[src/sv/bgfc_pkg.sv]
// Package for the binary frame checker: codes, reset values and shared types.
`default_nettype none
package bgfc_pkg;

  // Byte position counter width and saturation value
  localparam int unsigned POS_W   = 17;
  localparam logic [POS_W-1:0] POS_MAX = {POS_W{1'b1}};

  // Fixed byte positions inside a frame
  localparam logic [POS_W-1:0] POS_SYNC1  = POS_W'(0);
  localparam logic [POS_W-1:0] POS_SYNC2  = POS_W'(1);
  localparam logic [POS_W-1:0] POS_CLASS  = POS_W'(2);
  localparam logic [POS_W-1:0] POS_ID     = POS_W'(3);
  localparam logic [POS_W-1:0] POS_LEN_LO = POS_W'(4);
  localparam logic [POS_W-1:0] POS_LEN_HI = POS_W'(5);
  // first payload byte; also the header span that the length excludes
  localparam logic [POS_W-1:0] POS_ECHO_CLASS = POS_W'(6);
  localparam logic [POS_W-1:0] POS_ECHO_ID    = POS_W'(7);
  // last summed byte sits at length + LEN_OFFSET
  localparam logic [POS_W-1:0] LEN_OFFSET = POS_W'(5);

  // Register indexes on the config port
  localparam int unsigned CFG_IDX_W = 3;
  localparam logic [CFG_IDX_W-1:0] IDX_EXP_CLASS  = 3'd0;
  localparam logic [CFG_IDX_W-1:0] IDX_EXP_MSG_ID = 3'd1;
  localparam logic [CFG_IDX_W-1:0] IDX_ACK_MODE   = 3'd2;
  localparam logic [CFG_IDX_W-1:0] IDX_SYNC_FIRST = 3'd3;
  localparam logic [CFG_IDX_W-1:0] IDX_SYNC_SEC   = 3'd4;
  localparam logic [CFG_IDX_W-1:0] IDX_ACK_CLASS  = 3'd5;
  localparam logic [CFG_IDX_W-1:0] IDX_ACK_POS_ID = 3'd6;
  localparam logic [CFG_IDX_W-1:0] IDX_ACK_NEG_ID = 3'd7;

  // Register reset values
  localparam logic [7:0] RST_SYNC_FIRST = 8'd181;
  localparam logic [7:0] RST_SYNC_SEC   = 8'd98;
  localparam logic [7:0] RST_ACK_CLASS  = 8'd5;
  localparam logic [7:0] RST_ACK_POS_ID = 8'd1;
  localparam logic [7:0] RST_ACK_NEG_ID = 8'd0;

  // Frame status codes
  localparam logic [1:0] ST_OK      = 2'd0;
  localparam logic [1:0] ST_INVALID = 2'd1;
  localparam logic [1:0] ST_ERROR   = 2'd2;
  localparam logic [1:0] ST_UNUSED  = 2'd3;

  typedef struct packed {
    logic [7:0] cmd_class;
    logic [7:0] expected_msg_id;
    logic       ack_mode;
    logic [7:0] sync_first;
    logic [7:0] sync_second;
    logic [7:0] ack_class;
    logic [7:0] ack_positive_id;
    logic [7:0] ack_negative_id;
  } cfg_t;

  typedef struct packed {
    logic [1:0] frame_status;
    logic [7:0] sum_a;
    logic [7:0] sum_b;
  } result_t;

endpackage
`default_nettype wire

[src/sv/bgfc_core.sv]
// Frame state and per-byte checking: header match, length, Fletcher-8 sums, status.
`default_nettype none
module bgfc_core (
  input  wire logic             clk,
  input  wire logic             rst_n,
  input  wire bgfc_pkg::cfg_t   cfg,
  input  wire logic             step,
  input  wire logic [7:0]       rx_byte,
  input  wire logic             last,
  output bgfc_pkg::result_t     result
);

  logic [bgfc_pkg::POS_W-1:0] pos_r, pos_nxt;
  logic [7:0]  sum_a_r, sum_a_nxt;
  logic [7:0]  sum_b_r, sum_b_nxt;
  logic [15:0] len_r, len_nxt;
  logic        hdr_good_r, hdr_good_nxt;
  logic [7:0]  id_r, id_nxt;
  logic        echo_good_r, echo_good_nxt;
  logic [7:0]  prev_byte_r;

  logic [7:0]  want_cls, want_id;
  logic [bgfc_pkg::POS_W-1:0] sum_end;
  logic        sum_it, frame_valid;
  logic [1:0]  status;

  // Header, length and echo capture for the current byte
  always_comb begin
    want_cls = cfg.ack_mode ? cfg.ack_class : cfg.cmd_class;
    want_id  = cfg.ack_mode ? cfg.ack_positive_id : cfg.expected_msg_id;

    hdr_good_nxt  = hdr_good_r;
    id_nxt        = id_r;
    len_nxt       = len_r;
    echo_good_nxt = echo_good_r;
    if (pos_r == bgfc_pkg::POS_SYNC1) hdr_good_nxt = hdr_good_r && (rx_byte == cfg.sync_first);
    if (pos_r == bgfc_pkg::POS_SYNC2) hdr_good_nxt = hdr_good_r && (rx_byte == cfg.sync_second);
    if (pos_r == bgfc_pkg::POS_CLASS) hdr_good_nxt = hdr_good_r && (rx_byte == want_cls);
    if (pos_r == bgfc_pkg::POS_ID) begin
      id_nxt       = rx_byte;
      hdr_good_nxt = hdr_good_r && (rx_byte == want_id);
    end
    if (pos_r == bgfc_pkg::POS_LEN_LO) len_nxt = {len_r[15:8], rx_byte};
    if (pos_r == bgfc_pkg::POS_LEN_HI) len_nxt = {rx_byte, len_r[7:0]};
    if (pos_r == bgfc_pkg::POS_ECHO_CLASS)
      echo_good_nxt = echo_good_r && (rx_byte == cfg.cmd_class);
    if (pos_r == bgfc_pkg::POS_ECHO_ID)
      echo_good_nxt = echo_good_r && (rx_byte == cfg.expected_msg_id);
  end

  // Fletcher-8 over class .. end of payload
  always_comb begin
    sum_end = {1'b0, len_nxt} + bgfc_pkg::LEN_OFFSET;
    if (pos_r >= bgfc_pkg::POS_CLASS && pos_r < bgfc_pkg::POS_ECHO_CLASS) begin
      sum_it = 1'b1;
    end else if (pos_r >= bgfc_pkg::POS_ECHO_CLASS) begin
      sum_it = (pos_r <= sum_end);
    end else begin
      sum_it = 1'b0;
    end
    sum_a_nxt = sum_it ? sum_a_r + rx_byte : sum_a_r;
    sum_b_nxt = sum_it ? sum_b_r + sum_a_nxt : sum_b_r;
    pos_nxt   = (pos_r != bgfc_pkg::POS_MAX) ? pos_r + 1'b1 : pos_r;
  end

  // Verdict; buffer size is pos_r + 1, so size >= n becomes pos_r >= n - 1
  always_comb begin
    frame_valid = (pos_r >= bgfc_pkg::POS_ECHO_ID) && hdr_good_nxt &&
                  (pos_r >= sum_end) &&
                  (sum_a_nxt == prev_byte_r) && (sum_b_nxt == rx_byte);
    if (!cfg.ack_mode) begin
      status = frame_valid ? bgfc_pkg::ST_OK : bgfc_pkg::ST_INVALID;
    end else if (frame_valid) begin
      status = echo_good_nxt ? bgfc_pkg::ST_OK : bgfc_pkg::ST_ERROR;
    end else if (pos_r >= bgfc_pkg::POS_ID && id_nxt == cfg.ack_negative_id) begin
      status = bgfc_pkg::ST_ERROR;
    end else begin
      status = bgfc_pkg::ST_INVALID;
    end
    result.frame_status = status;
    result.sum_a        = sum_a_nxt;
    result.sum_b        = sum_b_nxt;
  end

  // Frame state: advance per byte, clear after the last byte
  always_ff @(posedge clk) begin
    if (!rst_n || (step && last)) begin
      pos_r       <= '0;
      sum_a_r     <= '0;
      sum_b_r     <= '0;
      len_r       <= '0;
      hdr_good_r  <= 1'b1;
      id_r        <= '0;
      echo_good_r <= 1'b1;
      prev_byte_r <= '0;
    end else if (step) begin
      pos_r       <= pos_nxt;
      sum_a_r     <= sum_a_nxt;
      sum_b_r     <= sum_b_nxt;
      len_r       <= len_nxt;
      hdr_good_r  <= hdr_good_nxt;
      id_r        <= id_nxt;
      echo_good_r <= echo_good_nxt;
      prev_byte_r <= rx_byte;
    end
  end

endmodule
`default_nettype wire

[config.mk]
export PLATFORM = sky130hd
export DESIGN_NAME = bgfc_core
export DESIGN_NICKNAME = d
export VERILOG_FILES = /design/src/sv/bgfc_pkg.sv /design/src/sv/bgfc_core.sv
export SDC_FILE = /design/constraint.sdc
export NUM_CORES = 1
export LEC_CHECK = 0
export BUFFER_PORTS_ARGS = -buffer_cell sky130_fd_sc_hd__buf_2
export CAP_MARGIN = 20
export CELL_PAD_IN_SITES_DETAIL_PLACEMENT = 1
export CELL_PAD_IN_SITES_GLOBAL_PLACEMENT = 1
export CORE_MARGIN = 5
export CORE_UTILIZATION = 46
export CTS_BUF_LIST = sky130_fd_sc_hd__clkbuf_16
export DETAILED_ROUTE_END_ITERATION = 12
export PLACE_DENSITY = 0.92
export REMOVE_ABC_BUFFERS = 1
export SLEW_MARGIN = 20
export SYNTH_ARGS = -nofsm -noshare
export SYNTH_HDL_FRONTEND = slang
export SYNTH_SLANG_ARGS = --single-unit
export TNS_END_PERCENT = 100
[constraint.sdc]
create_clock -name clk -period 30.2 [get_ports clk]
set_input_delay 6.04 -clock clk [delete_from_list [all_inputs] [get_ports clk]]
set_output_delay 6.04 -clock clk [all_outputs]
set_load 0.03 [all_outputs]
==> run metrics, run 1 <==
initial core utilization=0.463; Slew HR=0.463; number of synthesized flops with an enable pin=0; Crit path arrival time=13.61 ns; clock latency on the worst-skew pair=0.35 ns; total chip power=0.263 mW; share of layout cells above drive strength 1=0.138; switching share of power=0.304; worst hold slack=0.460 ns; non-filler instance count after layout=around 980; RSZ-0062 raised after global routing=no; post-synth top area share=0.232; Int Pwr=0.183 mW; Pleak=2.85 nW; area grow syn2layout=14.4%; post_cts resized=0; Total GRT Usage=0.268; kind of critical path=primary input to primary output; hold buffer count at cts=0; setup violators final=0; DRT iter0 DRCs=about 290; R2R depth=33; PortBufs=86; Final Critical Period=19.65 ns; total negative slack=0 ns; Synth area leaders=dfxtp_1 (23%), mux2i_1 (11%), xnor2_1 (11%); largest delay contributor family on the critical path=simple AND/OR/NAND/NOR gates; most used cell along the critical path=nand2_1; Post-Synthesis Cells=around 740; clk sink count=67; sequential share of power=0.352; Overflow after GRT=0; Stages on worst setup path=33; Top Ports=87; drt wl/cell=about 20 um; Placer Congestion=0.966; Synth area leader=dfxtp_1; Ys Warns=0; placed cell count=between 900 and 1,000; Horiz. Die Dim=around 120 um; global-route wire length before repair=31,500 um; Antenna Cells=0; Req. time, crit path=24.16 ns; die height=122 um; Detailed Route WL=19,100 um; ys flop type=dfxtp_1; standard-cell rows=41; placed wire-length estimate=approximately 14,000 um; period utilization=0.651; final hold vios=0; library cells used by synthesis=59; Hold Path Class=register to register; max incr delay on CP=approximately 0.45 ns; initial antenna violation count=0; H-tree depth=3; final-stage net count=908; startpoint types=primary input; Psw=0.0799 mW; Root Driver=clkbuf_16; Post-synth ARST share=0; syn avg cell area=7.84 sq um; vias in the first global route=around 6,200; drt via density=5.86; Buf/Inv on CP=6; ANT nets after route=0; post-synthesis sequential area ratio=0.232; clock buffer depth=2; Post-Syn Area=0.00578 sq mm; # fillers=about 1,600; outcome=completed; FMAX=50.9 MHz; CP Max Fanout=15; DRT Pass-1 Iters=5; worst slew pin tran=0.804 ns; full die area=0.0149 sq mm; setup bufs post-CTS=0; CP max-delay cell=nand2b_1; clk_skew=0.00688 ns; most common cell in the netlist=nor2_1; Clock power frac=0.438; CTS Buf Count=9; Combinational Power Share=0.210; Core Region=0.0125 sq mm; largest net degree at the start of global routing=58; max-slew violation count=0; Critical Path End Type=primary output; Synth Register Bits=67; VDD IR max=0.0000325 V; power density over the cells=39.7 mW/mm^2; final core utilization=0.530; residual DRC count=0; CTS tree=done; DR vias=5,712; hold path cells=2; clock transition at the registers of the reported paths=0.06 ns; total of max-cap violations=0; Synth top cells by count=nor2_1 (91), nand2_1 (77), xnor2_1 (70), dfxtp_1 (67), mux2i_1 (64)
==> per-stage QoR <==
stage / area, sq um / worst slack (ns)
global placement: 6290 / 11.13
global route: 6610 / 9.76
finish: 6610 / 10.55
CTS: 6610 / 10.58
detailed placement: 6290 / 10.67
floorplan: 5620 / 11.96
==> sequential cells by signal, summed over array words and instances (netlist names) <==
name	cells
pos_r	17
len_r	16
id_r	8
prev_byte_r	8
sum_a_r	8
sum_b_r	8
echo_good_r	1
hdr_good_r	1
==> placed cells by master, fill, tap and decap left out, types with 9 or more instances in the layout <==
cell type,count
o21ai_0,24
nor3_1,10
nor2_1,91
nor4_1,11
nand3_1,31
a21oi_1,50
and3_1,10
xnor2_1,70
buf_2,86
mux2i_1,64
nand4_1,14
nand2_1,76
ha_1,39
dfxtp_1,67
xor2_1,43
inv_1,17
clkbuf_16,9
==> layer usage <==
metal / vias to the layer above / GRT usage / routed length [um]
met5: - / 0 / 0
met4: 0 / 0.0994 / 570
met3: 49 / 0.0566 / 910
met2: 146 / 0.479 / 9710
met1: 2823 / 0.314 / 7940
li1: 2694 / - / -
==> power groups by stage <==
stage                     clock network, mW  logic [mW]  registers [mW]
after floorplan                           0      0.0330          0.0934
after global placement                    0      0.0522          0.0941
after detailed placement                  0      0.0545          0.0941
after CTS                             0.117      0.0550          0.0922
after global routing                  0.120      0.0598          0.0924
final                                 0.115      0.0552          0.0923
==> cell families (layout without fill, tap and decap cells) <==
group	count (synthesis)	count (layout)	synth area share
DFF	67	67	0.232
and+or+nand+nor	270	270	0.218
buffers and inverters	59	125	0.0396
AOI/OAI and AO/OA	119	119	0.129
muxes	67	67	0.117
xor gates and xnor gates	113	113	0.171
adders and majority gates	42	42	0.0932
==> area by class of cell <==
cell class                 count  area [sq um]  share of cell area
clock buffer                   9           225              0.0341
clock inverter                 7          92.6              0.0140
inverter                      20          75.1              0.0114
multi-input combinational    611          4210               0.637
sequential                    67          1340               0.203
tap                          172           215              0.0326
timing repair buffer          89           453              0.0685
==> tightest hold or removal path, stage by stage (launching register included) <==
cell and delay [ns]:
dfxtp_1 0.31, nand2_1 0.05, a21oi_1 0.05
==> path summary, 6_finish.rpt <==
check                  start    endpoint  slack [ns]
setup / recovery  rx_byte[0]  result[17]       10.55
hold / removal       id_r[6]     id_r[6]        0.46
setup reg to reg   pos_r[11]  sum_b_r[6]       22.28
hold reg to reg      id_r[6]     id_r[6]        0.46
(Power assumes the default switching activity.)
==> run 2, diff against run 1 <==
--- a/config.mk
+++ b/config.mk
@@ -10,10 +10,10 @@
 export CELL_PAD_IN_SITES_DETAIL_PLACEMENT = 1
 export CELL_PAD_IN_SITES_GLOBAL_PLACEMENT = 1
 export CORE_MARGIN = 5
-export CORE_UTILIZATION = 46
+export CORE_UTILIZATION = 43
 export CTS_BUF_LIST = sky130_fd_sc_hd__clkbuf_16
 export DETAILED_ROUTE_END_ITERATION = 12
-export PLACE_DENSITY = 0.92
+export PLACE_DENSITY = 0.87
 export REMOVE_ABC_BUFFERS = 1
 export SLEW_MARGIN = 20
 export SYNTH_ARGS = -nofsm -noshare
==> constraint.sdc (replaced) <==
create_clock -name clk -period 19.6 [get_ports clk]
set_input_delay 3.92 -clock clk [delete_from_list [all_inputs] [get_ports clk]]
set_output_delay 3.92 -clock clk [all_outputs]
set_load 0.03 [all_outputs]
==> run metrics, run 2 (same netlist as run 1, synthesis figures left out) <==
Post-DP Area=0.00630 sq mm (was 0.00629 sq mm); max FFs per register=17 (unchanged); Final Critical Period=roughly 15 ns; Int Pwr=0.253 mW (was 0.183 mW); max-slew violation count=0 (unchanged); PortBufs=86 (unchanged); sequential share of power=0.384 (was 0.352); clock transition at the registers of the reported paths=0.05 ns (was 0.06 ns); Top Ports=87 (unchanged); vias in the first global route=6,309 (was 6,211); CTS tree=done (unchanged); final-stage net count=909 (was 908); kind of critical path=primary input to primary output (unchanged); ANT nets after route=0 (unchanged); Psw=0.117 mW (was 0.0799 mW); Core Region=0.0132 sq mm (was 0.0125 sq mm); hold buffer count at cts=0 (unchanged); Slew HR=0.461 (was 0.463); largest net degree at the start of global routing=67 (was 58); Hold Path Class=register to register (unchanged); die height=126 um (was 122 um); post_cts resized=0 (unchanged); Largest regs=pos_r x17, len_r x16 (unchanged); setup violators final=0 (unchanged); initial antenna violation count=0 (unchanged); Combinational Power Share=0.229 (was 0.210); Clock power frac=0.387 (was 0.438); clk sink count=67 (unchanged); H-tree depth=3 (unchanged); Critical Path End Type=primary output (unchanged); clock buffer depth=2 (unchanged); startpoint types=primary input (unchanged); Total GRT Usage=0.239 (was 0.268); area grow syn2layout=13.5% (was 14.4%); Horiz. Die Dim=126 um (was 122 um); switching share of power=0.316 (was 0.304); RSZ-0062 raised after global routing=no (unchanged); total negative slack=0 ns (unchanged); full die area=0.0158 sq mm (was 0.0149 sq mm); period utilization=0.789; final hold vios=0 (unchanged); Reg with most FFs=pos_r (unchanged); most used cell along the critical path=nand2_1 (unchanged); share of layout cells above drive strength 1=0.133 (was 0.138); max incr delay on CP=0.43 ns (was 0.45 ns); worst slew pin tran=0.806 ns (was 0.804 ns); drt wl/cell=19.3 um (was 19.6 um); DRT iter0 DRCs=263 (was 291); Overflow after GRT=0 (unchanged); FMAX=64.7 MHz; VDD IR max=0.0000372 V (was 0.0000325 V); Req. time, crit path=15.68 ns (was 24.16 ns); top layer reached by signal wires=met4 (unchanged); standard-cell rows=42 (was 41); clk_skew=0.00906 ns (was 0.00688 ns); met2 wire len=9580 um (was 9710 um); initial core utilization=0.438 (was 0.463); total of max-cap violations=0 (unchanged); commonest non-fill, non-tap cell in the layout=nor2_1 (unchanged); DRT Pass-1 Iters=4 (was 5); placed cell count=964 (was 959); Detailed Route WL=18,900 um (was 19,100 um); Root Driver=clkbuf_16 (unchanged); non-filler instance count after layout=980 (was 975); most frequent cells in the layout=nor2_1 (91), buf_2 (86), nand2_1 (76) (unchanged); CP max-delay cell=nand2b_1 (unchanged); DR vias=5,650 (was 5,712); power density over the cells=56.5 mW/mm^2 (was 39.7 mW/mm^2); Pleak=2.84 nW (was 2.85 nW); outcome=completed (unchanged); Crit path arrival time=11.54 ns (was 13.61 ns); clock latency on the worst-skew pair=0.35 ns (about the same); global-route wire length before repair=31,200 um (was 31,500 um); wire length on met3=678 um (was 910 um); CTS Buf Count=9 (unchanged); Antenna Cells=0 (unchanged); CP Max Fanout=15 (unchanged); drt via density=5.77 (was 5.86); post-route design area=0.00656 sq mm (was 0.00661 sq mm); Placer Congestion=0.967 (was 0.966); residual DRC count=0 (unchanged); placed wire-length estimate=14,000 um (was 14,500 um); setup bufs post-CTS=0 (unchanged); met1 WL=7960 um (was 7940 um); # fillers=1,663 (was 1,592)
## run 2: critical path, delay by kind of cell
kind            cells  cell delay [ns]
compound gates      7             1.61
mux                 1             0.36
fa+ha+maj           4             1.12
xor+xnor            2             0.42
simple gates       13             2.93
buf+inv             6             1.16
## run 2: worst paths after layout
path                            startpoint          to  slack (ns)  depth (start not counted)
worst max-delay path            rx_byte[0]  result[17]        4.14                         33
worst min-delay path               id_r[5]     id_r[5]        0.46                          2
worst max register to register   pos_r[11]  sum_b_r[6]       11.82                         33
worst min register to register     id_r[5]     id_r[5]        0.46                          2
## run 2: per-stage QoR
step / utilization / setup WS (ns) / hold slack, ns / total power [mW]
floorplan: - / 5.60 / 0.436 / 0.195
global placement: 0.478 / 4.72 / 0.443 / 0.226
detailed placement: 0.478 / 4.30 / 0.454 / 0.229
CTS: 0.497 / 4.25 / 0.461 / 0.373
global route: 0.497 / 3.56 / 0.480 / 0.387
finish: 0.497 / 4.14 / 0.459 / 0.371
## run 2: area by class of cell
cell class	instances	area [sq um]	area share
multi-input cells	611	4210	0.642
clock buffers	9	225	0.0343
clock inverters	7	27.5	0.00420
flip-flops and latches	67	1340	0.205
repair buffers	90	460	0.0702
well taps	176	220	0.0336
inverters	20	75.1	0.0114
## run 2: per-layer routing
layer | vias up | track usage
met4 | 0 | 0.101
li1 | 2699 | -
met3 | 45 | 0.0440
met1 | 2766 | 0.280
met5 | - | 0
met2 | 140 | 0.428
## run 2: power groups by stage
stage	logic [mW]	clock network [mW]	registers [mW]
after floorplan	0.0509	0	0.144
after global placement	0.0810	0	0.145
after detailed placement	0.0835	0	0.145
after CTS	0.0843	0.146	0.142
after global routing	0.0919	0.153	0.143
final	0.0847	0.143	0.142
==> run 3, diff against run 2 <==
--- a/config.mk
+++ b/config.mk
@@ -10,10 +10,10 @@
 export CELL_PAD_IN_SITES_DETAIL_PLACEMENT = 1
 export CELL_PAD_IN_SITES_GLOBAL_PLACEMENT = 1
 export CORE_MARGIN = 5
-export CORE_UTILIZATION = 43
+export CORE_UTILIZATION = 39
 export CTS_BUF_LIST = sky130_fd_sc_hd__clkbuf_16
 export DETAILED_ROUTE_END_ITERATION = 12
-export PLACE_DENSITY = 0.87
+export PLACE_DENSITY = 0.84
 export REMOVE_ABC_BUFFERS = 1
 export SLEW_MARGIN = 20
 export SYNTH_ARGS = -nofsm -noshare
==> constraint.sdc (replaced) <==
create_clock -name clk -period 13.65 [get_ports clk]
set_input_delay 2.73 -clock clk [delete_from_list [all_inputs] [get_ports clk]]
set_output_delay 2.73 -clock clk [all_outputs]
set_load 0.03 [all_outputs]
==> run metrics, run 3 (same netlist as run 1, synthesis figures left out) <==
ANT nets after route=0 (unchanged); DRT iter0 DRCs=275 (was 263); Reg with most FFs=pos_r (unchanged); Placer Congestion=0.940 (was 0.967); Post-DP Area=0.00634 sq mm (was 0.00630 sq mm); VDD IR max=0.0000551 V (was 0.0000372 V); FMAX=79.1 MHz; area grow syn2layout=15.5% (was 13.5%); CTS tree=done (unchanged); reg2reg start=pos_r[1] (was pos_r[11]); die height=132 um (was 126 um); worst slew pin tran=0.791 ns (was 0.806 ns); placed cell count=976 (was 964); total of max-cap violations=0 (unchanged); worst hold slack=0.460 ns (was 0.459 ns); Worst Hold End=id_r[0] (was id_r[5]); clock transition at the registers of the reported paths=0.06 ns (was 0.05 ns); Final Critical Period=12.65 ns; H-tree depth=3 (unchanged); outcome=completed (unchanged); Horiz. Die Dim=132 um (was 126 um); Hold Path Class=register to register (unchanged); kind of critical path=primary input to primary output (unchanged); setup violators final=0 (unchanged); Pleak=2.87 nW (was 2.84 nW); CP max-delay cell=fa_1 (was nand2b_1); Root Driver=clkbuf_16 (unchanged); # fillers=1,829 (was 1,663); Total GRT Usage=0.218 (was 0.239); Req. time, crit path=10.92 ns (was 15.68 ns); Top Ports=87 (unchanged); hold buffer count at cts=0 (unchanged); Int Pwr=0.407 mW (was 0.253 mW); hold path cells=2 (unchanged); final core utilization=0.459 (was 0.497); drt wl/cell=19.2 um (was 19.3 um); most used cell along the critical path=nand2_1 (unchanged); non-filler instance count after layout=992 (was 980); switching share of power=0.309 (was 0.316); placed wire-length estimate=14,100 um (was 14,000 um); period utilization=0.926; Critical Path End Type=primary output (unchanged); full die area=0.0173 sq mm (was 0.0158 sq mm); Clock power frac=0.445 (was 0.387); max FFs per register=17 (unchanged); clk sink count=67 (unchanged); CTS Buf Count=9 (unchanged); PortBufs=86 (unchanged); global-route wire length before repair=30,900 um (was 31,200 um); startpoint types=primary input (unchanged); DRT Pass-1 Iters=4 (unchanged); dpl ws=1.14 ns (was 4.30 ns); total negative slack=0 ns (unchanged); Final Worst Setup Slack=1.00 ns (was 4.14 ns); post-route design area=0.00667 sq mm (was 0.00656 sq mm); final hold vios=0 (unchanged); total chip power=0.590 mW (was 0.371 mW); critical path startpoint=rx_byte[3] (was rx_byte[0]); Overflow after GRT=0 (unchanged); post_cts resized=0 (unchanged); standard-cell rows=44 (was 42); DR vias=5,584 (was 5,650); most frequent cells in the layout=nor2_1 (91), buf_2 (86), nand2_1 (76) (unchanged); Combinational Power Share=0.209 (was 0.229); clock latency on the worst-skew pair=0.35 ns (about the same); initial core utilization=0.397 (was 0.438); final-stage net count=913 (was 909); share of layout cells above drive strength 1=0.145 (was 0.133); vias in the first global route=5,931 (was 6,309); Slew HR=0.471 (was 0.461); residual DRC count=0 (unchanged); Crit path arrival time=9.92 ns (was 11.54 ns); Core Region=0.0145 sq mm (was 0.0132 sq mm); Detailed Route WL=19,000 um (was 18,900 um); CP Max Fanout=15 (unchanged); drt via density=5.63 (was 5.77); max-slew violation count=0 (unchanged); power density over the cells=88.4 mW/mm^2 (was 56.5 mW/mm^2); max incr delay on CP=0.43 ns (about the same); Hold Startpoint=id_r[0] (was id_r[5]); clk_skew=0.00594 ns (was 0.00906 ns); Psw=0.182 mW (was 0.117 mW); Largest regs=pos_r x17, len_r x16 (unchanged); R2R depth=34 (was 33); commonest non-fill, non-tap cell in the layout=nor2_1 (unchanged); setup bufs post-CTS=0 (unchanged); RSZ-0062 raised after global routing=no (unchanged); internal reg-to-reg setup slack=6.02 ns (was 11.82 ns); Worst R2R End=sum_b_r[6] (unchanged); largest net degree at the start of global routing=67 (unchanged); sequential share of power=0.346 (was 0.384); initial antenna violation count=0 (unchanged); Antenna Cells=0 (unchanged); clock buffer depth=2 (unchanged)
[run 3: changes by cell type in the layout (fill, tap and decap cells not counted), sizes merged]
cell / before / now
clkinv: 8 / 3
clkinvlp: 0 / 3
buf: 90 / 94
bufinv: 0 / 2
[run 3: worst max-delay path by stage]
stage	endpoint	slack, ns	cells past startpoint
floorplan	result[17]	2.03	30
detailed placement	result[17]	1.14	30
global placement	result[17]	1.50	30
global route	result[17]	0.25	31
finish	result[17]	1.00	30
CTS	result[17]	1.01	30
[run 3: per-layer routing]
layer | global-route usage | vias to the layer above | routed length [um]
met4 | 0.0960 | 0 | 578
met3 | 0.0363 | 39 | 678
met1 | 0.260 | 2710 | 8190
met2 | 0.383 | 118 | 9590
li1 | - | 2717 | -
met5 | 0 | - | 0
[run 3: power by group through the flow]
stage / combinational, mW / clock, mW / sequential [mW]
6_report: 0.123 / 0.262 / 0.204
2_1_floorplan: 0.0730 / 0 / 0.207
3_3_place_gp: 0.119 / 0 / 0.208
5_1_grt: 0.134 / 0.276 / 0.205
3_5_place_dp: 0.121 / 0 / 0.208
4_1_cts: 0.123 / 0.267 / 0.204
[run 3: layout make-up]
cell class              count  area, sq um  area share
repair buffers             94          490      0.0735
inverters                  20         75.1      0.0113
well taps                 184          230      0.0345
flip-flops and latches     67         1340       0.201
clock buffers               9          225      0.0338
clock inverters             7          100      0.0150
multi-input cells         611         4210       0.631
[run 3: critical path: cells and delay by family]
| kind | cells | cell delay [ns] |
|---|---|---|
| adder cells (fa/ha/maj) | 3 | 0.94 |
| buffers and inverters | 4 | 1.00 |
| XOR/XNOR | 2 | 0.47 |
| AND/OR/NAND/NOR | 13 | 2.85 |
| AO/OA/AOI/OAI | 7 | 1.54 |
| multiplexers | 1 | 0.38 |
